File: config.mk
export PLATFORM = sky130hd
export DESIGN_NAME = linear_key_value_table_unit
export DESIGN_NICKNAME = d
export VERILOG_FILES = /design/src/hw/rtl/kvt_pkg.sv /design/src/hw/rtl/linear_key_value_table_unit.sv /design/src/hw/rtl/kvt_ram.sv /design/src/hw/rtl/kvt_ctrl.sv
export SDC_FILE = /design/constraint.sdc
export NUM_CORES = 2
export LEC_CHECK = 0
export ABC_AREA = 1
export CORE_MARGIN = 2
export CORE_UTILIZATION = 40
export CTS_BUF_LIST = sky130_fd_sc_hd__clkbuf_16
export CTS_CLUSTER_DIAMETER = 100
export CTS_CLUSTER_SIZE = 40
export DETAILED_ROUTE_END_ITERATION = 12
export DONT_BUFFER_PORTS = 1
export MAX_ROUTING_LAYER = met4
export SYNTH_ARGS = -nofsm -noshare
export SYNTH_HDL_FRONTEND = slang
export SYNTH_SLANG_ARGS = --single-unit
File: constraint.sdc
create_clock -name i_clk -period 26.7 [get_ports i_clk]
set_input_delay 5.34 -clock i_clk [delete_from_list [all_inputs] [get_ports i_clk]]
set_output_delay 5.34 -clock i_clk [all_outputs]
set_load 0.01 [all_outputs]
File: src/hw/rtl/kvt_pkg.sv
// ----------------------------------------------------------------------------
// kvt_pkg
// shared constants, codes and types of the linear key/value table
// ----------------------------------------------------------------------------
`default_nettype none

package kvt_pkg;

    localparam int unsigned DEF_TABLE_DEPTH = 16;

    localparam int unsigned KEY_W     = 64;
    localparam int unsigned VAL_W     = 64;
    localparam int unsigned OP_W      = 2;
    localparam int unsigned ST_W      = 3;
    localparam int unsigned CNT_OUT_W = 5;

    localparam int unsigned S_TDATA_W = 128;
    localparam int unsigned S_TUSER_W = 2;
    localparam int unsigned M_TDATA_W = 72;
    localparam int unsigned M_TUSER_W = 3;

    // operation codes
    localparam logic [OP_W-1:0] OP_ADD    = 2'd0;
    localparam logic [OP_W-1:0] OP_REMOVE = 2'd1;
    localparam logic [OP_W-1:0] OP_FIND   = 2'd2;

    // status codes
    localparam logic [ST_W-1:0] ST_INSERTED  = 3'd0;
    localparam logic [ST_W-1:0] ST_REPLACED  = 3'd1;
    localparam logic [ST_W-1:0] ST_FULL      = 3'd2;
    localparam logic [ST_W-1:0] ST_REMOVED   = 3'd3;
    localparam logic [ST_W-1:0] ST_NOT_FOUND = 3'd4;
    localparam logic [ST_W-1:0] ST_FOUND     = 3'd5;

    typedef struct packed {
        logic [ST_W-1:0]      status;
        logic [VAL_W-1:0]     found_value;
        logic [CNT_OUT_W-1:0] live_count;
    } t_result;

endpackage

`default_nettype wire

File: src/hw/rtl/linear_key_value_table_unit.sv
// flow: an accepted item is scanned against the live entries, the key memory
//   read port delivering one entry per cycle, then acted on (a remove that
//   hits also moves the tail entry into the freed slot) and registered out;
//   a new item is taken only once the last result has left the controller
// reset: i_rst_n synchronous active low empties the table and drops tvalid;
//   memory contents are left as they are and never read before written
// ----------------------------------------------------------------------------
// linear_key_value_table_unit
// bounded key/value table with linear search, add/replace, remove, find
// ----------------------------------------------------------------------------
`default_nettype none

module linear_key_value_table_unit
    import kvt_pkg::*;
#(
    parameter int unsigned TABLE_DEPTH = DEF_TABLE_DEPTH
) (
    input  wire logic                 i_clk,
    input  wire logic                 i_rst_n,
    // request items
    input  wire logic                 s_axis_tvalid,
    output logic                      s_axis_tready,
    input  wire logic [S_TDATA_W-1:0] s_axis_tdata,   // lookup_key, new_value
    input  wire logic [S_TUSER_W-1:0] s_axis_tuser,   // operation
    // result items
    output logic                      m_axis_tvalid,
    input  wire logic                 m_axis_tready,
    output logic      [M_TDATA_W-1:0] m_axis_tdata,   // found_value, live_count, pad
    output logic      [M_TUSER_W-1:0] m_axis_tuser    // status
);

    // index width of the memories, count width able to hold the depth itself
    localparam int unsigned IDX_W = (TABLE_DEPTH > 1) ? $clog2(TABLE_DEPTH) : 1;
    localparam int unsigned CNT_W = $clog2(TABLE_DEPTH + 1);

    // controller to memory wiring
    logic             key_we;
    logic             val_we;
    logic [IDX_W-1:0] waddr;
    logic [KEY_W-1:0] wkey;
    logic [VAL_W-1:0] wval;
    logic [IDX_W-1:0] raddr;
    logic [KEY_W-1:0] rkey;
    logic [VAL_W-1:0] rval;

    // controller response and output register
    logic    rsp_valid;
    logic    rsp_ready;
    t_result rsp;
    logic    r_out_valid;
    t_result r_out;

    kvt_ctrl #(
        .TABLE_DEPTH (TABLE_DEPTH),
        .IDX_W       (IDX_W),
        .CNT_W       (CNT_W)
    ) u_ctrl (
        .i_clk       (i_clk),
        .i_rst_n     (i_rst_n),
        .i_req_valid (s_axis_tvalid),
        .o_req_ready (s_axis_tready),
        .i_op        (s_axis_tuser[OP_W-1:0]),
        .i_key       (s_axis_tdata[KEY_W-1:0]),
        .i_value     (s_axis_tdata[KEY_W +: VAL_W]),
        .o_rsp_valid (rsp_valid),
        .i_rsp_ready (rsp_ready),
        .o_rsp       (rsp),
        .o_key_we    (key_we),
        .o_val_we    (val_we),
        .o_waddr     (waddr),
        .o_wkey      (wkey),
        .o_wval      (wval),
        .o_raddr     (raddr),
        .i_rkey      (rkey),
        .i_rval      (rval)
    );

    // key and value memories share addresses, read in lockstep
    kvt_ram #(
        .DEPTH (TABLE_DEPTH),
        .WIDTH (KEY_W),
        .AW    (IDX_W)
    ) u_key_ram (
        .i_clk   (i_clk),
        .i_we    (key_we),
        .i_waddr (waddr),
        .i_wdata (wkey),
        .i_raddr (raddr),
        .o_rdata (rkey)
    );

    kvt_ram #(
        .DEPTH (TABLE_DEPTH),
        .WIDTH (VAL_W),
        .AW    (IDX_W)
    ) u_val_ram (
        .i_clk   (i_clk),
        .i_we    (val_we),
        .i_waddr (waddr),
        .i_wdata (wval),
        .i_raddr (raddr),
        .o_rdata (rval)
    );

    // output register: takes a result when empty or being drained
    assign rsp_ready = !r_out_valid || m_axis_tready;

    always_ff @(posedge i_clk) begin
        if (!i_rst_n) begin
            r_out_valid <= 1'b0;
        end else if (rsp_ready) begin
            r_out_valid <= rsp_valid;
        end
    end

    always_ff @(posedge i_clk) begin
        if (rsp_ready && rsp_valid) begin
            r_out <= rsp;
        end
    end

    assign m_axis_tvalid = r_out_valid;
    assign m_axis_tuser  = r_out.status;
    assign m_axis_tdata  = {
        (M_TDATA_W - VAL_W - CNT_OUT_W)'(0),
        r_out.live_count,
        r_out.found_value
    };

endmodule

`default_nettype wire

File: src/hw/rtl/kvt_ram.sv
// ----------------------------------------------------------------------------
// kvt_ram
// simple dual-port memory, one write and one registered read per cycle
// ----------------------------------------------------------------------------
`default_nettype none

module kvt_ram #(
    parameter int unsigned DEPTH = 16,
    parameter int unsigned WIDTH = 64,
    parameter int unsigned AW    = 4
) (
    input  wire logic             i_clk,
    input  wire logic             i_we,
    input  wire logic [AW-1:0]    i_waddr,
    input  wire logic [WIDTH-1:0] i_wdata,
    input  wire logic [AW-1:0]    i_raddr,
    output logic      [WIDTH-1:0] o_rdata
);

    logic [WIDTH-1:0] r_mem [DEPTH];
    logic [WIDTH-1:0] r_rdata;

    always_ff @(posedge i_clk) begin
        if (i_we) begin
            r_mem[i_waddr] <= i_wdata;
        end
    end

    always_ff @(posedge i_clk) begin
        r_rdata <= r_mem[i_raddr];
    end

    assign o_rdata = r_rdata;

endmodule

`default_nettype wire

File: src/hw/rtl/kvt_ctrl.sv
// ----------------------------------------------------------------------------
// kvt_ctrl
// scan sequencer: walks the live entries, then, where an add or a remove calls for it, updates the memories
// ----------------------------------------------------------------------------
`default_nettype none

module kvt_ctrl
    import kvt_pkg::*;
#(
    parameter int unsigned TABLE_DEPTH = DEF_TABLE_DEPTH,
    parameter int unsigned IDX_W       = 4,
    parameter int unsigned CNT_W       = 5
) (
    input  wire logic             i_clk,
    input  wire logic             i_rst_n,
    // request
    input  wire logic             i_req_valid,
    output logic                  o_req_ready,
    input  wire logic [OP_W-1:0]  i_op,
    input  wire logic [KEY_W-1:0] i_key,
    input  wire logic [VAL_W-1:0] i_value,
    // response
    output logic                  o_rsp_valid,
    input  wire logic             i_rsp_ready,
    output t_result               o_rsp,
    // memory side
    output logic                  o_key_we,
    output logic                  o_val_we,
    output logic      [IDX_W-1:0] o_waddr,
    output logic      [KEY_W-1:0] o_wkey,
    output logic      [VAL_W-1:0] o_wval,
    output logic      [IDX_W-1:0] o_raddr,
    input  wire logic [KEY_W-1:0] i_rkey,
    input  wire logic [VAL_W-1:0] i_rval
);

    localparam logic [2:0] S_IDLE = 3'd0;
    localparam logic [2:0] S_SCAN = 3'd1;
    localparam logic [2:0] S_ACT  = 3'd2;
    localparam logic [2:0] S_MOVE = 3'd3;
    localparam logic [2:0] S_RESP = 3'd4;

    logic [2:0]       r_state,    n_state;
    logic [CNT_W-1:0] r_count,    n_count;
    logic [CNT_W-1:0] r_ptr,      n_ptr;
    logic             r_pend,     n_pend;
    logic [IDX_W-1:0] r_pend_idx, n_pend_idx;
    logic             r_hit,      n_hit;
    logic [IDX_W-1:0] r_hit_idx,  n_hit_idx;
    logic [OP_W-1:0]  r_op,       n_op;
    logic [KEY_W-1:0] r_key,      n_key;
    logic [VAL_W-1:0] r_val,      n_val;
    logic [ST_W-1:0]  r_status,   n_status;
    logic [VAL_W-1:0] r_found,    n_found;

    logic             issue;
    logic             match;
    logic             full;
    logic [IDX_W-1:0] last_idx;
    logic [IDX_W-1:0] tail_idx;

    assign issue    = (r_state == S_SCAN) && (r_ptr < r_count);
    assign match    = r_pend && (i_rkey == r_key);
    assign full     = (r_count == CNT_W'(TABLE_DEPTH));
    assign last_idx = IDX_W'(r_count - CNT_W'(1));
    assign tail_idx = r_count[IDX_W-1:0];

    always_comb begin
        n_state    = r_state;
        n_count    = r_count;
        n_ptr      = r_ptr;
        n_pend     = r_pend;
        n_pend_idx = r_pend_idx;
        n_hit      = r_hit;
        n_hit_idx  = r_hit_idx;
        n_op       = r_op;
        n_key      = r_key;
        n_val      = r_val;
        n_status   = r_status;
        n_found    = r_found;

        o_req_ready = (r_state == S_IDLE);
        o_rsp_valid = 1'b0;
        o_key_we    = 1'b0;
        o_val_we    = 1'b0;
        o_waddr     = r_hit_idx;
        o_wkey      = r_key;
        o_wval      = r_val;
        o_raddr     = r_ptr[IDX_W-1:0];

        case (r_state)
            S_IDLE: begin
                if (i_req_valid) begin
                    n_op    = i_op;
                    n_key   = i_key;
                    n_val   = i_value;
                    n_ptr   = '0;
                    n_pend  = 1'b0;
                    n_state = S_SCAN;
                end
            end
            S_SCAN: begin
                // one read issued and one compare per cycle
                n_pend     = issue;
                n_pend_idx = r_ptr[IDX_W-1:0];
                if (issue) begin
                    n_ptr = r_ptr + CNT_W'(1);
                end
                if (match) begin
                    n_hit     = 1'b1;
                    n_hit_idx = r_pend_idx;
                    n_found   = i_rval;
                    n_state   = S_ACT;
                end else if (!issue) begin
                    n_hit   = 1'b0;
                    n_state = S_ACT;
                end
            end
            S_ACT: begin
                n_state  = S_RESP;
                n_status = ST_NOT_FOUND;
                n_found  = '0;
                case (r_op)
                    OP_ADD: begin
                        if (r_hit) begin
                            o_val_we = 1'b1;
                            n_status = ST_REPLACED;
                        end else if (full) begin
                            n_status = ST_FULL;
                        end else begin
                            o_key_we = 1'b1;
                            o_val_we = 1'b1;
                            o_waddr  = tail_idx;
                            n_count  = r_count + CNT_W'(1);
                            n_status = ST_INSERTED;
                        end
                    end
                    OP_REMOVE: begin
                        if (r_hit) begin
                            // fetch the tail entry to fill the hole
                            o_raddr  = last_idx;
                            n_status = ST_REMOVED;
                            n_state  = S_MOVE;
                        end
                    end
                    OP_FIND: begin
                        if (r_hit) begin
                            n_status = ST_FOUND;
                            n_found  = r_found;
                        end
                    end
                    default: begin
                        n_status = ST_NOT_FOUND;
                    end
                endcase
            end
            S_MOVE: begin
                o_key_we = 1'b1;
                o_val_we = 1'b1;
                o_wkey   = i_rkey;
                o_wval   = i_rval;
                n_count  = r_count - CNT_W'(1);
                n_state  = S_RESP;
            end
            S_RESP: begin
                o_rsp_valid = 1'b1;
                if (i_rsp_ready) begin
                    n_state = S_IDLE;
                end
            end
            default: begin
                n_state = S_IDLE;
            end
        endcase
    end

    assign o_rsp.status      = r_status;
    assign o_rsp.found_value = r_found;
    assign o_rsp.live_count  = CNT_OUT_W'(r_count);

    always_ff @(posedge i_clk) begin
        if (!i_rst_n) begin
            r_state <= S_IDLE;
            r_count <= '0;
            r_pend  <= 1'b0;
        end else begin
            r_state <= n_state;
            r_count <= n_count;
            r_pend  <= n_pend;
        end
    end

    always_ff @(posedge i_clk) begin
        r_ptr      <= n_ptr;
        r_pend_idx <= n_pend_idx;
        r_hit      <= n_hit;
        r_hit_idx  <= n_hit_idx;
        r_op       <= n_op;
        r_key      <= n_key;
        r_val      <= n_val;
        r_status   <= n_status;
        r_found    <= n_found;
    end

endmodule

`default_nettype wire

Word-level counts from Yosys, hierarchy flattened --
Memories as Yosys holds them, arrays and structs flattened. A register that Yosys moved wholly into a read port is not among the register bits. Cells that the tools add are included.
Storage, ports and cells: memories 2, output and inout bits 77, flip-flop bits (word level) 293, bits in writable memories 2048, logic and storage cells 104
Memory list:
- u_key_ram.r_mem | words 16, width 64, read ports 1, clocked after Yosys merged registers in 1, write ports 1, line kvt_ram.sv:20 | logic [WIDTH-1:0] r_mem [DEPTH];
- u_val_ram.r_mem | words 16, width 64, read ports 1, clocked after Yosys merged registers in 1, write ports 1, line kvt_ram.sv:20
Operators by class: magnitude comparators 1, reductions and logical operators 18, multiplexer cells 46, equal/unequal tests 18, add/sub/neg operators 3
Operators with widths (count):
- $mux 64 | 5
- $pmux 64 s2 | 1
- $eq 64x64->1 | 1
- $mux 4 | 7
- $mux 5 | 5
- $mux 3 | 7
- $pmux 5 s2 | 2
- $pmux 3 s5 | 1
- $mux 1 | 13
- $ne 2x2->1 const B | 6
- $add 5x1->5 const B | 2
- $pmux 3 s3 | 1
- $reduce_and 3->1 | 3
- $reduce_and 2->1 | 4
- $eq 3x2->1 const B | 2
- $ne 3x3->1 const B | 2
- $pmux 1 s2 | 3
- $reduce_bool 2->1 | 3
- $eq 5x5->1 const B | 1
- $lt 5x5->1 | 1
- $sub 5x1->5 const B | 1
- $ne 2x1->1 const B | 2
- $reduce_and 4->1 | 1
- $eq 3x1->1 const B | 1
- 9 further kinds | 11

Longest topological paths before layout --
depth after elaboration 7, depth in mapped cells 15, mapped depth without buffers 13

By module --
Synthesis repeated with hierarchy kept, for this count alone.
Unflattened totals: cell total of the unflattened synthesis 9751, area, all modules 103645.7 µm²
Modules (own cells, without submodules):
- kvt_ram | instances 2, sequential area each 32030.7 µm², area each 45285.9 µm², cells an instance 4210
- kvt_ctrl | instances 1, sequential area each 6516.2 µm², area each 10834.1 µm², cells an instance 1248
- linear_key_value_table_unit | instances 1, sequential area each 2182.1 µm², area each 2239.6 µm², cells an instance 83

Worst setup path before layout --
Ideal clock, no wire load.
path type input-to-reg, start in s_axis_tvalid, end reg u_ctrl.r_pend, required time 26.576 ns, setup time 0.124 ns, setup slack 11.613 ns, stages 4, arrival time 14.963 ns, cells stage by stage inv_1 -> nor3_1 -> o21ai_0 -> and3_1
On the way: cells in the longest elaborated chain, start to end 2
Ends and longest elaborated chain:
- start, declared | line linear_key_value_table_unit.sv:21 | input wire logic s_axis_tvalid,
- $ne 2x2->1 (no source line)
- $reduce_and 2->1 (no source line)
- end signal, assigned | line kvt_ctrl.sv:189 | r_pend <= n_pend;
- end, declared | line kvt_ctrl.sv:46 | logic r_pend, n_pend;
Every way passes these cells. A chain may end at the register's enable or synchronous reset.

Final worst setup path --
start reg u_ctrl.r_state[1], end out s_axis_tready
On the way: cells in the longest elaborated chain, start to end 1
Ends and longest elaborated chain:
- start, declared | line kvt_ctrl.sv:43 | logic [2:0] r_state, n_state;
- start signal, assigned | line kvt_ctrl.sv:187 | r_state <= n_state;
- $logic_not 3->1 | line kvt_ctrl.sv:82 | o_req_ready = (r_state == S_IDLE);
- end, declared | line linear_key_value_table_unit.sv:22 | output logic s_axis_tready,
Every way passes these cells.

==> PnR_summary.wiki <==
{| class="wikitable"
! Metric !! Value
|-
| Chip Height || between 400 and 500 um
|-
| Number of pins exceeding their max-slew limit in the final report || 0
|-
| Ys flop type || sky130_fd_sc_hd__edfxtp_1
|-
| Static leakage || about 0.037 uW
|-
| Final Cycle Share || 27.4%
|-
| Unrepaired setup endpoints after global routing || false
|-
| Clock insertion delay at the later pin of the skew report || around 0.83 ns
|-
| Wire length of the first global-routing pass || roughly 370,000 um
|-
| GRT Overall Usage || between 20% and 30%
|-
| Initial antenna violation count || 4
|-
| Pin count of the biggest net entering global routing || 233
|-
| Floorplan die area || between 200,000 and 250,000 sq um
|-
| Post-synthesis sequential area ratio || 74.4%
|-
| Count of cells along the worst hold path || 0
|-
| Synthesized cell area || slightly below 100,000 sq um
|-
| GRT overflow || 0
|-
| Dpl cell area || between 100,000 and 150,000 sq um
|-
| Fraction of final layout cells with drive strength greater than 1 || between 5 and 6%
|-
| Critical Path Fanout Max || 4
|-
| Die boundary width || 498 um
|-
| Ys Warns || 0
|-
| Syn_area_per_cell || roughly 12 sq um
|-
| Number of enable-type register cells in the synthesized netlist || 2,331
|-
| IO buf count || 0
|-
| Max Buffers Root-to-Sink || 3
|-
| Slew at the pin closest to its max-slew limit || 1.45 ns
|-
| Number of nets with antenna violations after routing || 0
|-
| Core Box Area || about 240,000 sq um
|-
| Setup Total Neg Slack || 0 ns
|-
| Avg Vias per Cell || around 5.4
|-
| Critical path type || register to primary output
|-
| Clk pin slew, worst setup/hold paths || 0.12 ns
|-
| Cell chosen for the clock root || sky130_fd_sc_hd__clkbuf_16
|-
| Routability-driven placement congestion ratio || 0.873
|-
| IO Count || 211
|-
| CTS H-Tree Depth || 3
|-
| Post-CTS Repair Setup Buffers || 0
|-
| Largest vdd supply drop || between 0.1 and 0.15 mV
|-
| DRC marker count from the first detailed-route iteration || 6,819
|-
| Relative slew slack || ~3.4%
|-
| Leading cell type in the layout, fill and taps excluded || sky130_fd_sc_hd__edfxtp_1
|-
| Yosys reg bits || between 2,000 and 2,500
|-
| Share of flip-flops with an asynchronous set or reset || 0%
|-
| Post-synthesis cell type count || 38
|-
| Required time of the worst setup path || approximately 21 ns
|-
| Leading cell types in the layout, fill and taps excluded || sky130_fd_sc_hd__edfxtp_1 (2,331), sky130_fd_sc_hd__nand2_1 (2,055), sky130_fd_sc_hd__o21ai_0 (565)
|-
| Row count || around 180
|-
| Non-filler cells in the finished layout || 11,000
|-
| Net count of the finished layout || just under 8,000
|-
| Final hold violations || 0
|-
| Worst Setup Start Kind || register
|-
| Number of setup violations in the final report || 0
|-
| Number of placed cells counting well taps || between 10,000 and 15,000
|-
| Via count of the first global-routing pass || between 50,000 and 60,000
|-
| Setup clock skew after layout || ~0.057 ns
|-
| Worst R2R Path Depth || 13
|-
| Number of remaining DRC errors || 0
|-
| Cts repair resizes || 0
|-
| Number of sinks on the clock net || 2,469
|-
| Clock tree from TritonCTS || yes
|-
| Min Clock Period, post-route || 7.31 ns
|-
| Post-synth top area share || between 70 and 80%
|-
| Number of vias in the routed layout || approximately 59,000
|-
| Top post-synthesis cells by area || sky130_fd_sc_hd__edfxtp_1 (72%), sky130_fd_sc_hd__nand2_1 (7.9%), sky130_fd_sc_hd__o211ai_1 (3.9%)
|-
| CTS buffer count || 94
|-
| Number of instances in the synthesized netlist || 7,843
|-
| First-pass detailed-route iteration total || 6
|-
| Hold/Removal Path Class || register to register
|-
| Placed wire-length estimate || roughly 120,000 um
|-
| Power per cell area || a little under 100 nW/um^2
|-
| Worst endpoint data arrival time || between 1.5 and 2 ns
|-
| Run status || finished, final reports clean
|-
| Initial Util || between 40% and 50%
|-
| Timing-limited maximum frequency || about 140 MHz
|-
| Worst Hold Margin || 0.428 ns
|-
| Syn-to-layout area delta || 7.72%
|-
| CP endpoint kind || primary output
|-
| CTS hold repair buffers || 0
|-
| Total wirelength of the detailed-routed design || 254,000 um
|-
| Largest area contributor in the netlist || sky130_fd_sc_hd__edfxtp_1
|-
| Detailed-route wire length per cell || between 20 and 25 um
|-
| Post-route cell area || approximately 110,000 sq um
|-
| # Max-Cap Violations || 0
|}
[kinds of logic after synthesis]
kind of cell	count (synthesis)	share of synthesized area, %
compound gates	1189	7.43
xor+xnor	10	0.0896
fa+ha+maj	8	0.102
buf+inv	822	3.58
flops	2469	74.4
other cells	1	0.00384
simple gates	3344	14.3
[report_power, final]
part           total [uW]  leakage (uW)  switching, uW  internal (uW)
combinational        3290        0.0127           2380            906
sequential           4880        0.0222            154           4720
clock                2050       0.00173           1300            755
[cell usage after synthesis, types with 6 or more instances]
cell type and instances:
sky130_fd_sc_hd__ha_1 8, sky130_fd_sc_hd__a21oi_1 13, sky130_fd_sc_hd__nand4_1 32, sky130_fd_sc_hd__clkbuf_1 199
sky130_fd_sc_hd__nand3_1 533, sky130_fd_sc_hd__o21ai_0 570, sky130_fd_sc_hd__buf_2 195, sky130_fd_sc_hd__o21ai_1 86
sky130_fd_sc_hd__xor2_1 9, sky130_fd_sc_hd__or2_1 200, sky130_fd_sc_hd__dfxtp_1 138, sky130_fd_sc_hd__inv_2 6
sky130_fd_sc_hd__o211ai_1 513, sky130_fd_sc_hd__nor4_1 8, sky130_fd_sc_hd__nand2_1 2055, sky130_fd_sc_hd__buf_1 25
sky130_fd_sc_hd__edfxtp_1 2331, sky130_fd_sc_hd__nor2_1 433, sky130_fd_sc_hd__or2_0 27, sky130_fd_sc_hd__inv_1 353
sky130_fd_sc_hd__nor3_1 19, sky130_fd_sc_hd__buf_4 41, sky130_fd_sc_hd__or2_2 30
[metrics by stage]
stage,setup WS (ns),power [uW],util (%)
6_report,19.39,10200,43.3
4_1_cts,19.36,10300,43.3
5_1_grt,19.34,10800,43.3
2_1_floorplan,11.61,7200,-
3_5_place_dp,19.72,8240,41.9
3_3_place_gp,19.79,8190,41.9
[cell type report]
class,instances,area (sq um)
Fill cell,21800,138000
Sequential cell,2469,72800
Multi-Input combinational cell,4554,21800
Tap cell,3202,4010
Clock buffer,94,2350
Timing Repair Buffer,219,1760
Inverter,360,1380
Clock inverter,81,1220
Antenna cell,1,2.50
[worst max-delay path: stages, from the launching register on]
cell,delay [ns]
sky130_fd_sc_hd__dfxtp_1,0.36
sky130_fd_sc_hd__nor2_1,0.12
sky130_fd_sc_hd__inv_1,0.09
sky130_fd_sc_hd__nor2_1,0.58
[path summary, 6_finish.rpt]
kind         slack, ns                from                     to
max              19.39   u_ctrl.r_state[1]          s_axis_tready
min               0.43  u_ctrl.r_found[17]       m_axis_tdata[17]
max reg2reg      20.87   u_ctrl.r_state[2]  u_key_ram.o_rdata[24]
min reg2reg       0.43  u_ctrl.r_found[17]       m_axis_tdata[17]
[flip-flops by register name, summed over array words and instances (netlist names)]
signal,flops
m_axis_tdata,69
m_axis_tuser,3
m_axis_tvalid,1
u_ctrl.r_count,5
u_ctrl.r_found,64
u_ctrl.r_hit,1
u_ctrl.r_hit_idx,4
u_ctrl.r_key,64
u_ctrl.r_op,2
u_ctrl.r_pend,1
u_ctrl.r_pend_idx,4
u_ctrl.r_ptr,5
u_ctrl.r_state,3
u_ctrl.r_status,3
u_ctrl.r_val,64
u_key_ram.o_rdata,64
u_key_ram.r_mem,1024
u_val_ram.o_rdata,64
u_val_ram.r_mem,1024
[routing by layer]
metal	GRT usage [%]	wire, um	share of wire, %
met4	3.68	4030	1.6
met3	2.38	17100	6.7
met1	27.5	110000	43
met5	-	0	0
met2	33.8	123000	49
(Power assumes the default switching activity.)
